===== config.mk =====
export PLATFORM = sky130hd
export DESIGN_NAME = pixel_tint_and_blend
export DESIGN_NICKNAME = d
export VERILOG_FILES = /design/src/rtl/core/ptab_pkg.sv /design/src/rtl/core/pixel_tint_and_blend.sv /design/src/rtl/core/ptab_tint.sv /design/src/rtl/core/ptab_blend.sv
export SDC_FILE = /design/constraint.sdc
export NUM_CORES = 2
export LEC_CHECK = 0
export ABC_AREA = 1
export BUFFER_PORTS_ARGS = -buffer_cell sky130_fd_sc_hd__buf_2
export CORE_UTILIZATION = 45
export DETAILED_ROUTE_END_ITERATION = 7
export MAX_ROUTING_LAYER = met4
export SYNTH_ARGS = -nofsm -noshare
export SYNTH_HDL_FRONTEND = slang
export SYNTH_HIERARCHICAL = 1
export SYNTH_SLANG_ARGS = --single-unit

===== constraint.sdc =====
create_clock -name clock -period 9.7 [get_ports clock]
set_clock_uncertainty 0.15 [all_clocks]
set_input_delay 0.485 -clock clock [delete_from_list [all_inputs] [get_ports clock]]
set_output_delay 0.485 -clock clock [all_outputs]
set_load 0.02 [all_outputs]

===== src/rtl/core/ptab_pkg.sv =====
// Shared types and constants of the pixel tint and blend pipeline.
package ptab_pkg;

   // Configuration register indexes
   localparam int unsigned CSR_INDEX_WIDTH = 3;
   localparam int unsigned CSR_DATA_WIDTH  = 8;

   localparam logic [CSR_INDEX_WIDTH-1:0] CSR_TINT_RED      = 3'd0;
   localparam logic [CSR_INDEX_WIDTH-1:0] CSR_TINT_GREEN    = 3'd1;
   localparam logic [CSR_INDEX_WIDTH-1:0] CSR_TINT_BLUE     = 3'd2;
   localparam logic [CSR_INDEX_WIDTH-1:0] CSR_BACK_RED      = 3'd3;
   localparam logic [CSR_INDEX_WIDTH-1:0] CSR_BACK_GREEN    = 3'd4;
   localparam logic [CSR_INDEX_WIDTH-1:0] CSR_BACK_BLUE     = 3'd5;
   localparam logic [CSR_INDEX_WIDTH-1:0] CSR_DISABLED_LOOK = 3'd6;
   localparam logic [CSR_INDEX_WIDTH-1:0] CSR_OUTPUT_MODE   = 3'd7;

   // Output modes; the unused code behaves as opaque
   localparam logic [1:0] MODE_OPAQUE = 2'd0;
   localparam logic [1:0] MODE_ALPHA  = 2'd1;
   localparam logic [1:0] MODE_BLEND  = 2'd2;

   // Colour channel lanes
   localparam int unsigned LANE_RED   = 0;
   localparam int unsigned LANE_GREEN = 1;
   localparam int unsigned LANE_BLUE  = 2;
   localparam int unsigned NUM_LANES  = 3;

   typedef logic [NUM_LANES-1:0][7:0] rgb8_type;

   typedef struct packed {
      logic [7:0] scale_value;
      logic [7:0] add_value;
      logic [7:0] alpha_value;
   } req_type;

   typedef struct packed {
      logic [7:0] out_red;
      logic [7:0] out_green;
      logic [7:0] out_blue;
      logic [7:0] out_alpha;
   } rsp_type;

   // Per-stage load enables, first stage to last
   typedef struct packed {
      logic s1;
      logic s2;
      logic s3;
      logic s4;
      logic s5;
   } stage_en_type;

endpackage


===== src/rtl/core/pixel_tint_and_blend.sv =====
// Top level of the pixel tint and blend pipeline: registers, flow control, stages.
//
// Usage:
//   req_* carries one template pixel (scale, add and alpha bytes) per transaction
//   under valid/ready; rsp_* returns one RGBA pixel per transaction, in order.
//   csr_* is a plain write port: index 0..7 picks tint red/green/blue,
//   background red/green/blue, the disabled look and the output mode.
//   Write configuration only while no transaction is in flight.
// Latency and throughput:
//   Five register stages: an accepted pixel lands in the first stage at the
//   edge that takes it and moves through the stages in order to rsp_*. One
//   pixel per clock is sustained, as every stage takes a new pixel each cycle
//   while the receiver keeps up; the five stages, cut around the multipliers in
//   stages two and four, set the latency.
// Reset:
//   Synchronous reset empties the pipeline and clears the configuration registers
//   to zero (normal look, opaque output, black tint and background).
// Receiver stall:
//   Each stage holds while the stage after it is full and stalled; a bubble
//   in front of the stall still fills, so req_ready only drops once all five
//   stages hold pixels and rsp_ready is low. Nothing is dropped or repeated.
module pixel_tint_and_blend (
   input  logic                                    clock,
   input  logic                                    reset,
   input  logic                                    req_valid,
   output logic                                    req_ready,
   input  ptab_pkg::req_type                       req_data,
   output logic                                    rsp_valid,
   input  logic                                    rsp_ready,
   output ptab_pkg::rsp_type                       rsp_data,
   input  logic                                    csr_write_en,
   input  logic [ptab_pkg::CSR_INDEX_WIDTH-1:0]    csr_index,
   input  logic [ptab_pkg::CSR_DATA_WIDTH-1:0]     csr_write_data
);

   localparam int unsigned NUM_STAGES = 5;

   // Configuration registers
   ptab_pkg::rgb8_type tint_ff, back_ff;
   logic               disabled_look_ff;
   logic [1:0]         output_mode_ff;

   always_ff @(posedge clock) begin
      if (reset) begin
         tint_ff          <= '0;
         back_ff          <= '0;
         disabled_look_ff <= 1'b0;
         output_mode_ff   <= ptab_pkg::MODE_OPAQUE;
      end else if (csr_write_en) begin
         case (csr_index)
            ptab_pkg::CSR_TINT_RED:      tint_ff[ptab_pkg::LANE_RED]   <= csr_write_data;
            ptab_pkg::CSR_TINT_GREEN:    tint_ff[ptab_pkg::LANE_GREEN] <= csr_write_data;
            ptab_pkg::CSR_TINT_BLUE:     tint_ff[ptab_pkg::LANE_BLUE]  <= csr_write_data;
            ptab_pkg::CSR_BACK_RED:      back_ff[ptab_pkg::LANE_RED]   <= csr_write_data;
            ptab_pkg::CSR_BACK_GREEN:    back_ff[ptab_pkg::LANE_GREEN] <= csr_write_data;
            ptab_pkg::CSR_BACK_BLUE:     back_ff[ptab_pkg::LANE_BLUE]  <= csr_write_data;
            ptab_pkg::CSR_DISABLED_LOOK: disabled_look_ff <= csr_write_data[0];
            ptab_pkg::CSR_OUTPUT_MODE:   output_mode_ff   <= csr_write_data[1:0];
            default: begin
               // every index names a register; nothing else to hold
            end
         endcase
      end
   end

   // Stage valid bits; bit 0 is the first stage, the last one drives rsp_valid.
   // A stage advances when it is empty or the stage after it advances.
   logic [NUM_STAGES-1:0] valid_in, valid_ff, adv;
   ptab_pkg::stage_en_type stage_en;
   logic req_fire, rsp_fire;

   always_comb begin
      adv[NUM_STAGES-1] = !valid_ff[NUM_STAGES-1] || rsp_ready;
      for (int i = NUM_STAGES - 2; i >= 0; i--) begin
         adv[i] = !valid_ff[i] || adv[i+1];
      end
      valid_in[0] = adv[0] ? req_valid : valid_ff[0];
      for (int i = 1; i < NUM_STAGES; i++) begin
         valid_in[i] = adv[i] ? valid_ff[i-1] : valid_ff[i];
      end
   end

   always_ff @(posedge clock) begin
      if (reset) begin
         valid_ff <= '0;
      end else begin
         valid_ff <= valid_in;
      end
   end

   assign stage_en.s1 = adv[0];
   assign stage_en.s2 = adv[1];
   assign stage_en.s3 = adv[2];
   assign stage_en.s4 = adv[3];
   assign stage_en.s5 = adv[4];

   assign req_ready = adv[0];
   assign rsp_valid = valid_ff[NUM_STAGES-1];
   assign req_fire  = req_valid && req_ready;
   assign rsp_fire  = rsp_valid && rsp_ready;

   // Datapath: tint in stages one to three, blend in stages four and five
   ptab_pkg::rgb8_type chan;
   logic [7:0]         chan_alpha;

   ptab_tint u_tint (
      .clock         (clock),
      .tint          (tint_ff),
      .disabled_look (disabled_look_ff),
      .stage_en      (stage_en),
      .req_data      (req_data),
      .chan          (chan),
      .alpha         (chan_alpha)
   );

   ptab_blend u_blend (
      .clock       (clock),
      .chan        (chan),
      .alpha       (chan_alpha),
      .back        (back_ff),
      .output_mode (output_mode_ff),
      .stage_en    (stage_en),
      .rsp_data    (rsp_data)
   );

   // Accepted transaction lands in the first stage
   assert property (@(posedge clock) disable iff (reset)
      req_fire |=> valid_ff[0])
      else $error("accepted transaction missing from first stage");

   // Input stalls only with a full pipeline and a stalled receiver
   assert property (@(posedge clock) disable iff (reset)
      !req_ready |-> ((&valid_ff) && !rsp_ready))
      else $error("input stalled with room in the pipeline");

   // Occupancy tracks transactions in and out exactly
   assert property (@(posedge clock) disable iff (reset)
      !$past(reset) |-> ($countones(valid_ff) ==
         $countones($past(valid_ff)) + int'($past(req_fire)) - int'($past(rsp_fire))))
      else $error("transaction lost or duplicated in pipeline");

   // Alpha is opaque unless passed through
   assert property (@(posedge clock) disable iff (reset)
      (rsp_valid && (output_mode_ff != ptab_pkg::MODE_ALPHA)) |-> (rsp_data.out_alpha == 8'hFF))
      else $error("non-opaque alpha outside pass-through mode");

endmodule


===== src/rtl/core/ptab_tint.sv =====
// Tint stages: tint and gray preparation, scale products, add and saturate.
module ptab_tint (
   input  logic                    clock,
   input  ptab_pkg::rgb8_type      tint,
   input  logic                    disabled_look,
   input  ptab_pkg::stage_en_type  stage_en,
   input  ptab_pkg::req_type       req_data,
   output ptab_pkg::rgb8_type      chan,
   output logic [7:0]              alpha
);

   // Stage 1: tint channels, gray, add*5/4
   logic [ptab_pkg::NUM_LANES-1:0][8:0] t_in, t_ff;
   logic [12:0] gray_wide;
   logic [7:0]  gray_in, gray_ff;
   logic [8:0]  add5_in, add5_ff;
   logic [7:0]  scale1_ff, add1_ff, alpha1_ff;
   logic [ptab_pkg::NUM_LANES-1:0][9:0] mix;

   always_comb begin
      gray_wide = 13'(tint[ptab_pkg::LANE_RED]) * 13'd11
                + 13'({tint[ptab_pkg::LANE_GREEN], 4'b0000})
                + 13'(tint[ptab_pkg::LANE_BLUE]) * 13'd5;
      gray_in   = gray_wide[12:5];
      add5_in   = {1'b0, req_data.add_value} + 9'(req_data.add_value[7:2]);
      for (int i = 0; i < ptab_pkg::NUM_LANES; i++) begin
         mix[i] = {2'b00, tint[i]} + {1'b0, tint[i], 1'b0} + {2'b00, gray_in};
         t_in[i] = disabled_look ? {1'b0, mix[i][9:2]} : ({1'b0, tint[i]} + 9'd2);
      end
   end

   always_ff @(posedge clock) begin
      if (stage_en.s1) begin
         t_ff      <= t_in;
         gray_ff   <= gray_in;
         add5_ff   <= add5_in;
         scale1_ff <= req_data.scale_value;
         add1_ff   <= req_data.add_value;
         alpha1_ff <= req_data.alpha_value;
      end
   end

   // Stage 2: scale products and gray-weighted add
   logic [ptab_pkg::NUM_LANES-1:0][16:0] pt_in, pt_ff;
   logic [15:0] pa_in, pa_ff;
   logic [8:0]  addn_in, addn_ff;
   logic [7:0]  alpha2_ff;

   always_comb begin
      for (int i = 0; i < ptab_pkg::NUM_LANES; i++) begin
         pt_in[i] = 17'(t_ff[i]) * 17'(scale1_ff);
      end
      pa_in   = 16'(add1_ff) * 16'(gray_ff);
      addn_in = (scale1_ff != 8'd0) ? add5_ff : {1'b0, add1_ff};
   end

   always_ff @(posedge clock) begin
      if (stage_en.s2) begin
         pt_ff     <= pt_in;
         pa_ff     <= pa_in;
         addn_ff   <= addn_in;
         alpha2_ff <= alpha1_ff;
      end
   end

   // Stage 3: round, add and saturate each channel
   logic [16:0] pa_rnd;
   logic [8:0]  add_sel;
   logic [ptab_pkg::NUM_LANES-1:0][17:0] pt_rnd;
   logic [ptab_pkg::NUM_LANES-1:0][10:0] c_sum;
   ptab_pkg::rgb8_type c_in, c_ff;
   logic [7:0] alpha3_ff;

   always_comb begin
      pa_rnd  = 17'(pa_ff) + 17'd127;
      add_sel = disabled_look ? pa_rnd[16:8] : addn_ff;
      for (int i = 0; i < ptab_pkg::NUM_LANES; i++) begin
         pt_rnd[i] = 18'(pt_ff[i]) + 18'd127;
         c_sum[i]  = 11'(pt_rnd[i][17:8]) + 11'(add_sel);
         c_in[i]   = (|c_sum[i][10:8]) ? 8'hFF : c_sum[i][7:0];
      end
   end

   always_ff @(posedge clock) begin
      if (stage_en.s3) begin
         c_ff      <= c_in;
         alpha3_ff <= alpha2_ff;
      end
   end

   assign chan  = c_ff;
   assign alpha = alpha3_ff;

endmodule


===== src/rtl/core/ptab_blend.sv =====
// Blend stages: coverage products, rounded blend and output mode select.
module ptab_blend (
   input  logic                    clock,
   input  ptab_pkg::rgb8_type      chan,
   input  logic [7:0]              alpha,
   input  ptab_pkg::rgb8_type      back,
   input  logic [1:0]              output_mode,
   input  ptab_pkg::stage_en_type  stage_en,
   output ptab_pkg::rsp_type       rsp_data
);

   // Stage 4: foreground and background products
   logic [8:0] inv_alpha;
   logic [ptab_pkg::NUM_LANES-1:0][15:0] pc_in, pc_ff;
   logic [ptab_pkg::NUM_LANES-1:0][16:0] pb_in, pb_ff;
   ptab_pkg::rgb8_type c4_ff;
   logic [7:0] alpha4_ff;

   always_comb begin
      inv_alpha = 9'd256 - {1'b0, alpha};
      for (int i = 0; i < ptab_pkg::NUM_LANES; i++) begin
         pc_in[i] = 16'(chan[i]) * 16'(alpha);
         pb_in[i] = 17'(back[i]) * 17'(inv_alpha);
      end
   end

   always_ff @(posedge clock) begin
      if (stage_en.s4) begin
         pc_ff     <= pc_in;
         pb_ff     <= pb_in;
         c4_ff     <= chan;
         alpha4_ff <= alpha;
      end
   end

   // Stage 5: round, sum, saturate and pick the mode
   logic [ptab_pkg::NUM_LANES-1:0][16:0] pc_rnd;
   logic [ptab_pkg::NUM_LANES-1:0][17:0] pb_rnd;
   logic [ptab_pkg::NUM_LANES-1:0][10:0] b_sum;
   ptab_pkg::rgb8_type blended, rgb_sel;
   logic [7:0] alpha_sel;
   ptab_pkg::rsp_type rsp_in, rsp_ff;

   always_comb begin
      for (int i = 0; i < ptab_pkg::NUM_LANES; i++) begin
         pc_rnd[i]  = 17'(pc_ff[i]) + 17'd127;
         pb_rnd[i]  = 18'(pb_ff[i]) + 18'd127;
         b_sum[i]   = 11'(pc_rnd[i][16:8]) + 11'(pb_rnd[i][17:8]);
         blended[i] = (|b_sum[i][10:8]) ? 8'hFF : b_sum[i][7:0];
      end
      case (output_mode)
         ptab_pkg::MODE_BLEND: begin
            rgb_sel   = blended;
            alpha_sel = 8'hFF;
         end
         ptab_pkg::MODE_ALPHA: begin
            rgb_sel   = c4_ff;
            alpha_sel = alpha4_ff;
         end
         default: begin
            rgb_sel   = c4_ff;
            alpha_sel = 8'hFF;
         end
      endcase
      rsp_in.out_red   = rgb_sel[ptab_pkg::LANE_RED];
      rsp_in.out_green = rgb_sel[ptab_pkg::LANE_GREEN];
      rsp_in.out_blue  = rgb_sel[ptab_pkg::LANE_BLUE];
      rsp_in.out_alpha = alpha_sel;
   end

   always_ff @(posedge clock) begin
      if (stage_en.s5) begin
         rsp_ff <= rsp_in;
      end
   end

   assign rsp_data = rsp_ff;

endmodule


; After elaboration in Yosys (flattened, before gate mapping)
; Cells that the tools add are included.
[totals]
ff_bits = 403
output_inout_bits = 34
in_bits = 40
wordCells = 134
[op_classes]
eq_ne = 9
n_mux = 9
addsub = 29
reduce_logical = 26
multipliers = 12
[ops]
columns = operator, count
row1 = $add 17x7->18 const B, 6
row2 = $add 16x7->17 const B, 4
row3 = $mul 8x8->16, 4
row4 = $mux 8, 7
row5 = $mul 8x9->17, 3
row6 = $mul 9x8->17, 3
row7 = $add 10x9->11, 3
row8 = $add 9x10->11, 3
row9 = $add 10x8->10, 3
row10 = $add 8x9->10, 3
row11 = $add 8x2->9 const B, 3
row12 = $mux 24, 1
row13 = $reduce_or 3->1, 6
row14 = $reduce_and 2->1, 8
row15 = $add 12x12->13, 1
row16 = $add 13x11->13, 1
row17 = $eq 3x3->1 const B, 4
row18 = $mul 8x4->12 const B, 1
row19 = $mul 8x3->11 const B, 1
row20 = $add 8x6->9, 1
row21 = $mux 9, 1
row22 = $sub 9x8->9 const A, 1
row23 = $reduce_bool 8->1, 1
row24 = $eq 3x2->1 const B, 2
row25 = 6 further kinds, 14

; Longest topological paths before layout
[logic_depth]
depth_word = 6
mapped_depth = 29
depth_no_buf = 29

; Cells and area by module
; Netlist, hierarchy kept.
[by_module_without_submodules]
columns = mod, area_each_um2, instances, cells_each, seq_area_each_um2
row1 = ptab_blend, 21212.8, 1, 2588, 4894.7
row2 = ptab_tint, 20581.0, 1, 2353, 5525.3
row3 = pixel_tint_and_blend, 1981.9, 1, 258, 1121.1

; Worst setup path after synthesis
; No wires, ideal clock.
[synth_path]
path_type = input -> register
startpoint = in rsp_ready
endpoint = reg u_tint.add1_ff[0] (enable)
setup_time_ns = 0.949
required_time_ns = 8.601
arrival_time_ns = 6.445
path_buffers = 0
cell_stages = 4
path_slack_ns = 2.156
path_cell_list = inv_1 nand3_1 nor2_1 nand3_1
[synth_between]
elab_chain_len = 5
[synth_rtl]
columns = element, line_no
row1 = from (decl), pixel_tint_and_blend.sv:29  ; input logic rsp_ready,
row2 = $logic_or 1x1->1, pixel_tint_and_blend.sv:73  ; adv[NUM_STAGES-1] = !valid_ff[NUM_STAGES-1] || rsp_ready;
row3 = $logic_or 1x1->1, pixel_tint_and_blend.sv:75  ; adv[i] = !valid_ff[i] || adv[i+1];
row4 = net adv[3], pixel_tint_and_blend.sv:68  ; logic [NUM_STAGES-1:0] valid_in, valid_ff, adv;
row5 = $logic_or 1x1->1 (3 in a row), pixel_tint_and_blend.sv:75
row6 = net req_ready, pixel_tint_and_blend.sv:26  ; output logic req_ready,
row7 = to (signal assigned), ptab_tint.sv:38  ; add1_ff <= req_data.add_value;
row8 = to (decl), ptab_tint.sv:17  ; logic [7:0] scale1_ff, add1_ff, alpha1_ff;
; The timed path passes the listed nets, and every way through them passes these cells.
; A chain may end at the register's enable or synchronous reset.

==> out/results.ini <==
[status]
outcome = completed

[layout]
num-fill-cells = 9272
stdcell_count = 6547
layout.nets = 6218
final_common_cell = inv_1
multi_input_area_mm2 = 0.0272
seq_area_mm2 = 0.0115
mostFrequentLayoutCells = 1185 x inv_1, 1178 x nand2_1, 497 x ha_1
diodes = 0
drive_gt1_share_pct = 5.01
syn_to_final_growth_pct = 7.90

[power_and_ir_drop]
powerDensity_mw_per_mm2 = 235
power_leakage_nw = 25.7
ir_drop_v = 0.000418
power.total_mw = 11.1

[global_routing]
grt_pass1_wl_mm = 165
grt_max_degree = 86
gr-usage-met3_pct = 2.69
use_met2_pct = 35.4
grt_pass1_vias = 31900
grt.total_usage_pct = 21.5
top_usage_layer = met2
grt_overflow = 0
antenna_found_initial = 0
grt_use_met1_pct = 28.1

[placement]
io_buffers = 73
hpwl_mm = 79.2
placed_cells = 6429
gp_congestion = 0.880

[clock_network]
cts_root_buffer = clkbuf_16
cts_tree = done
cts_buffers = 49
worstSkewPairLatency_ps = 640
cts.sinks = 403
clkTransAtPathRegs_ps = 60
h-tree-depth = 2
clockBufferDepth = 3
ctsResizeCount = 0

[synthesis]
syn-cell-area_mm2 = 0.0438
yosys_register_bits = 403
synth_edf_count = 347
syn_area_per_cell_um2 = 8.42
yosysUniqueCellTypes = 51
netlist_instances = 5199
synth-async-reset-ratio_pct = 0
synth_flop_cell = edfxtp_1
yosys_warnings = 6
seq_area_frac_synth_pct = 26.4
synth_nets = 6185

[setup_path]
setup.worst_path.end = u_blend/pb_ff[47]
critPathCaptureType = flip-flop
cp.depth = 17
cp.arrival_ps = 7200
worst-setup-path-type = flip-flop to flip-flop
crit_path_max_incr_delay_ps = 1100
rr_startpoint = u_tint/alpha[1]
cp_max_fo = 27
slowest_stage = edfxtp_1
cp_cell_sequence = inv_1 > ha_1 > xnor2_1 > clkinv_1 > nor2_1 > fa_1 > fa_1 > fa_1 > inv_1 > fa_1 > inv_1 > ha_1 > a21oi_1 > o21ai_0 > a21oi_1 > o21ai_0 > xor2_1
critPathBufInv = 4
path_common_cell = fa_1
r2r_setup_slack_ps = 2740
worstRegToRegCells = 17
crit_path_start_kind = flip-flop
crit_required_ps = 9930
r2r-end = u_blend/pb_ff[47]
critPathLaunch = u_tint/alpha[1]
path_delay_family = adder cells

[sta]
rsz0062_at_grt = false
setup_viol = 0
worstMarginPinSlew_ps = 1140
slew_viol_final = 0
tns_ps = 0
fmax_mhz = 144
fin_crit_sh_pct = 71.8
hold_viol = 0
final.min_clock_period_ps = 6960
slew_headroom_pct = 24.1

[route]
route.detailed.drc = 0
drt_iter0_markers = 1952
drt_wl_total_mm = 101
dr.pass1.iters = 6
num_vias = 32200
routed_via_density = 4.93
wl_per_cell_um = 15.4
ant_nets = 0

[run]
maxCapViolations = 0

[floorplanning]
initial_utilization_pct = 45.3
dieHeight_um = 314
die-area_mm2 = 0.0985
fp.dieW_um = 314
io_pins = 74
core_area_mm2 = 0.0966
std_cell_rows = 114

[hold_path]
min_path_type = input port to flip-flop

==> cell families (layout without fill, tap and decap cells) <==
family,after synthesis,after routing,synth area share [%]
compound gates,443,443,5.44
simple gates,1827,1827,17.0
buf+inv,1345,1417,11.7
flops,403,403,26.4
xor+xnor,227,227,4.54
fa+ha+maj,946,946,34.7
mux,8,8,0.206
==> worst register-to-register path, stage by stage (launching register included) <==
cell	delay [ps]
edfxtp_1	1100
inv_1	120
ha_1	250
xnor2_1	490
clkinv_1	810
nor2_1	370
fa_1	480
fa_1	530
fa_1	550
inv_1	50
fa_1	530
inv_1	40
ha_1	340
a21oi_1	170
o21ai_0	90
a21oi_1	320
o21ai_0	150
xor2_1	160
==> worst min-delay path by stage <==
stage                                   start             endpoint  slack [ps]  cells past startpoint
after floorplan           u_tint/alpha1_ff[0]  u_tint/alpha2_ff[0]         250                      0
after global placement    u_tint/alpha2_ff[4]      u_tint/alpha[4]         250                      0
after detailed placement  u_tint/alpha2_ff[3]      u_tint/alpha[3]         250                      0
after CTS                   csr_write_data[0]           back_ff[8]           4                      3
after global routing        csr_write_data[0]           back_ff[8]          30                      3
final                       csr_write_data[0]           back_ff[8]          40                      3
==> registers in the layout, summed over array words and instances (netlist names) <==
name / flops
u_tint/gray_ff: 8
u_tint/scale1_ff: 8
output_mode_ff: 2
disabled_look_ff: 1
u_blend/c4_ff: 24
u_tint/addn_ff: 9
u_blend/rsp_data: 32
u_tint/alpha1_ff: 8
u_blend/pb_ff: 51
back_ff: 24
valid_ff: 5
u_tint/alpha: 8
u_tint/add5_ff: 9
tint_ff: 24
u_tint/pt_ff: 51
u_tint/chan: 24
u_blend/alpha4_ff: 8
u_blend/pc_ff: 48
u_tint/alpha2_ff: 8
u_tint/pa_ff: 16
u_tint/add1_ff: 8
u_tint/t_ff: 27
==> report_power, final <==
group	internal [mW]	switching [mW]	total, mW
Clock	1.03	0.799	1.83
Combinational	2.53	3.82	6.35
Sequential	2.60	0.318	2.92
Total	6.16	4.94	11.1
==> timing repair <==
item                      CTS  global route
hold buffers               28             0
hold endpoints to repair   36             0
buffers inserted            0             0
==> per-layer routing <==
metal	part of all wire [%]	routed length, µm
met2	48	48000
met4	2.3	2280
met5	0	0
met1	46	46600
met3	4.1	4170
==> per-stage QoR <==
step / setup slack, ps / utilization [%] / hold slack, ps / instance area, µm²
2_1_floorplan: 2160 / - / 250 / 43800
3_3_place_gp: 2960 / 47.0 / 252 / 45400
3_5_place_dp: 2790 / 47.0 / 255 / 45400
4_1_cts: 2790 / 48.9 / 4.41 / 47200
5_1_grt: 2230 / 48.9 / 29.0 / 47200
6_report: 2740 / 48.9 / 39.5 / 47200
==> cell usage after synthesis, types with 11 or more instances <==
master | number | share of area (%)
a21o_1 | 19 | 0.33
a21oi_1 | 261 | 3.0
buf_1 | 24 | 0.21
buf_2 | 11 | 0.13
clkbuf_1 | 97 | 0.83
clkbuf_2 | 12 | 0.14
dfxtp_1 | 56 | 2.6
edfxtp_1 | 347 | 24
fa_1 | 449 | 21
ha_1 | 497 | 14
inv_1 | 1185 | 10
nand2_1 | 1179 | 10
nand3_1 | 137 | 1.6
nand3b_1 | 20 | 0.34
nand4_1 | 47 | 0.67
nor2_1 | 357 | 3.1
nor2_2 | 13 | 0.19
nor3_1 | 21 | 0.24
o21ai_0 | 115 | 1.3
or2_2 | 29 | 0.41
xnor2_1 | 86 | 1.7
xor2_1 | 141 | 2.8
==> final cells by class <==
| class | instances | area share, % |
|---|---|---|
| multi-input cells | 3451 | 57.5 |
| flip-flops and latches | 403 | 24.4 |
| inverters | 1197 | 9.51 |
| well taps | 1276 | 3.38 |
| clock buffers | 55 | 2.69 |
| repair buffers | 130 | 1.83 |
| clock inverters | 35 | 0.649 |
(Power assumes the default switching activity.)
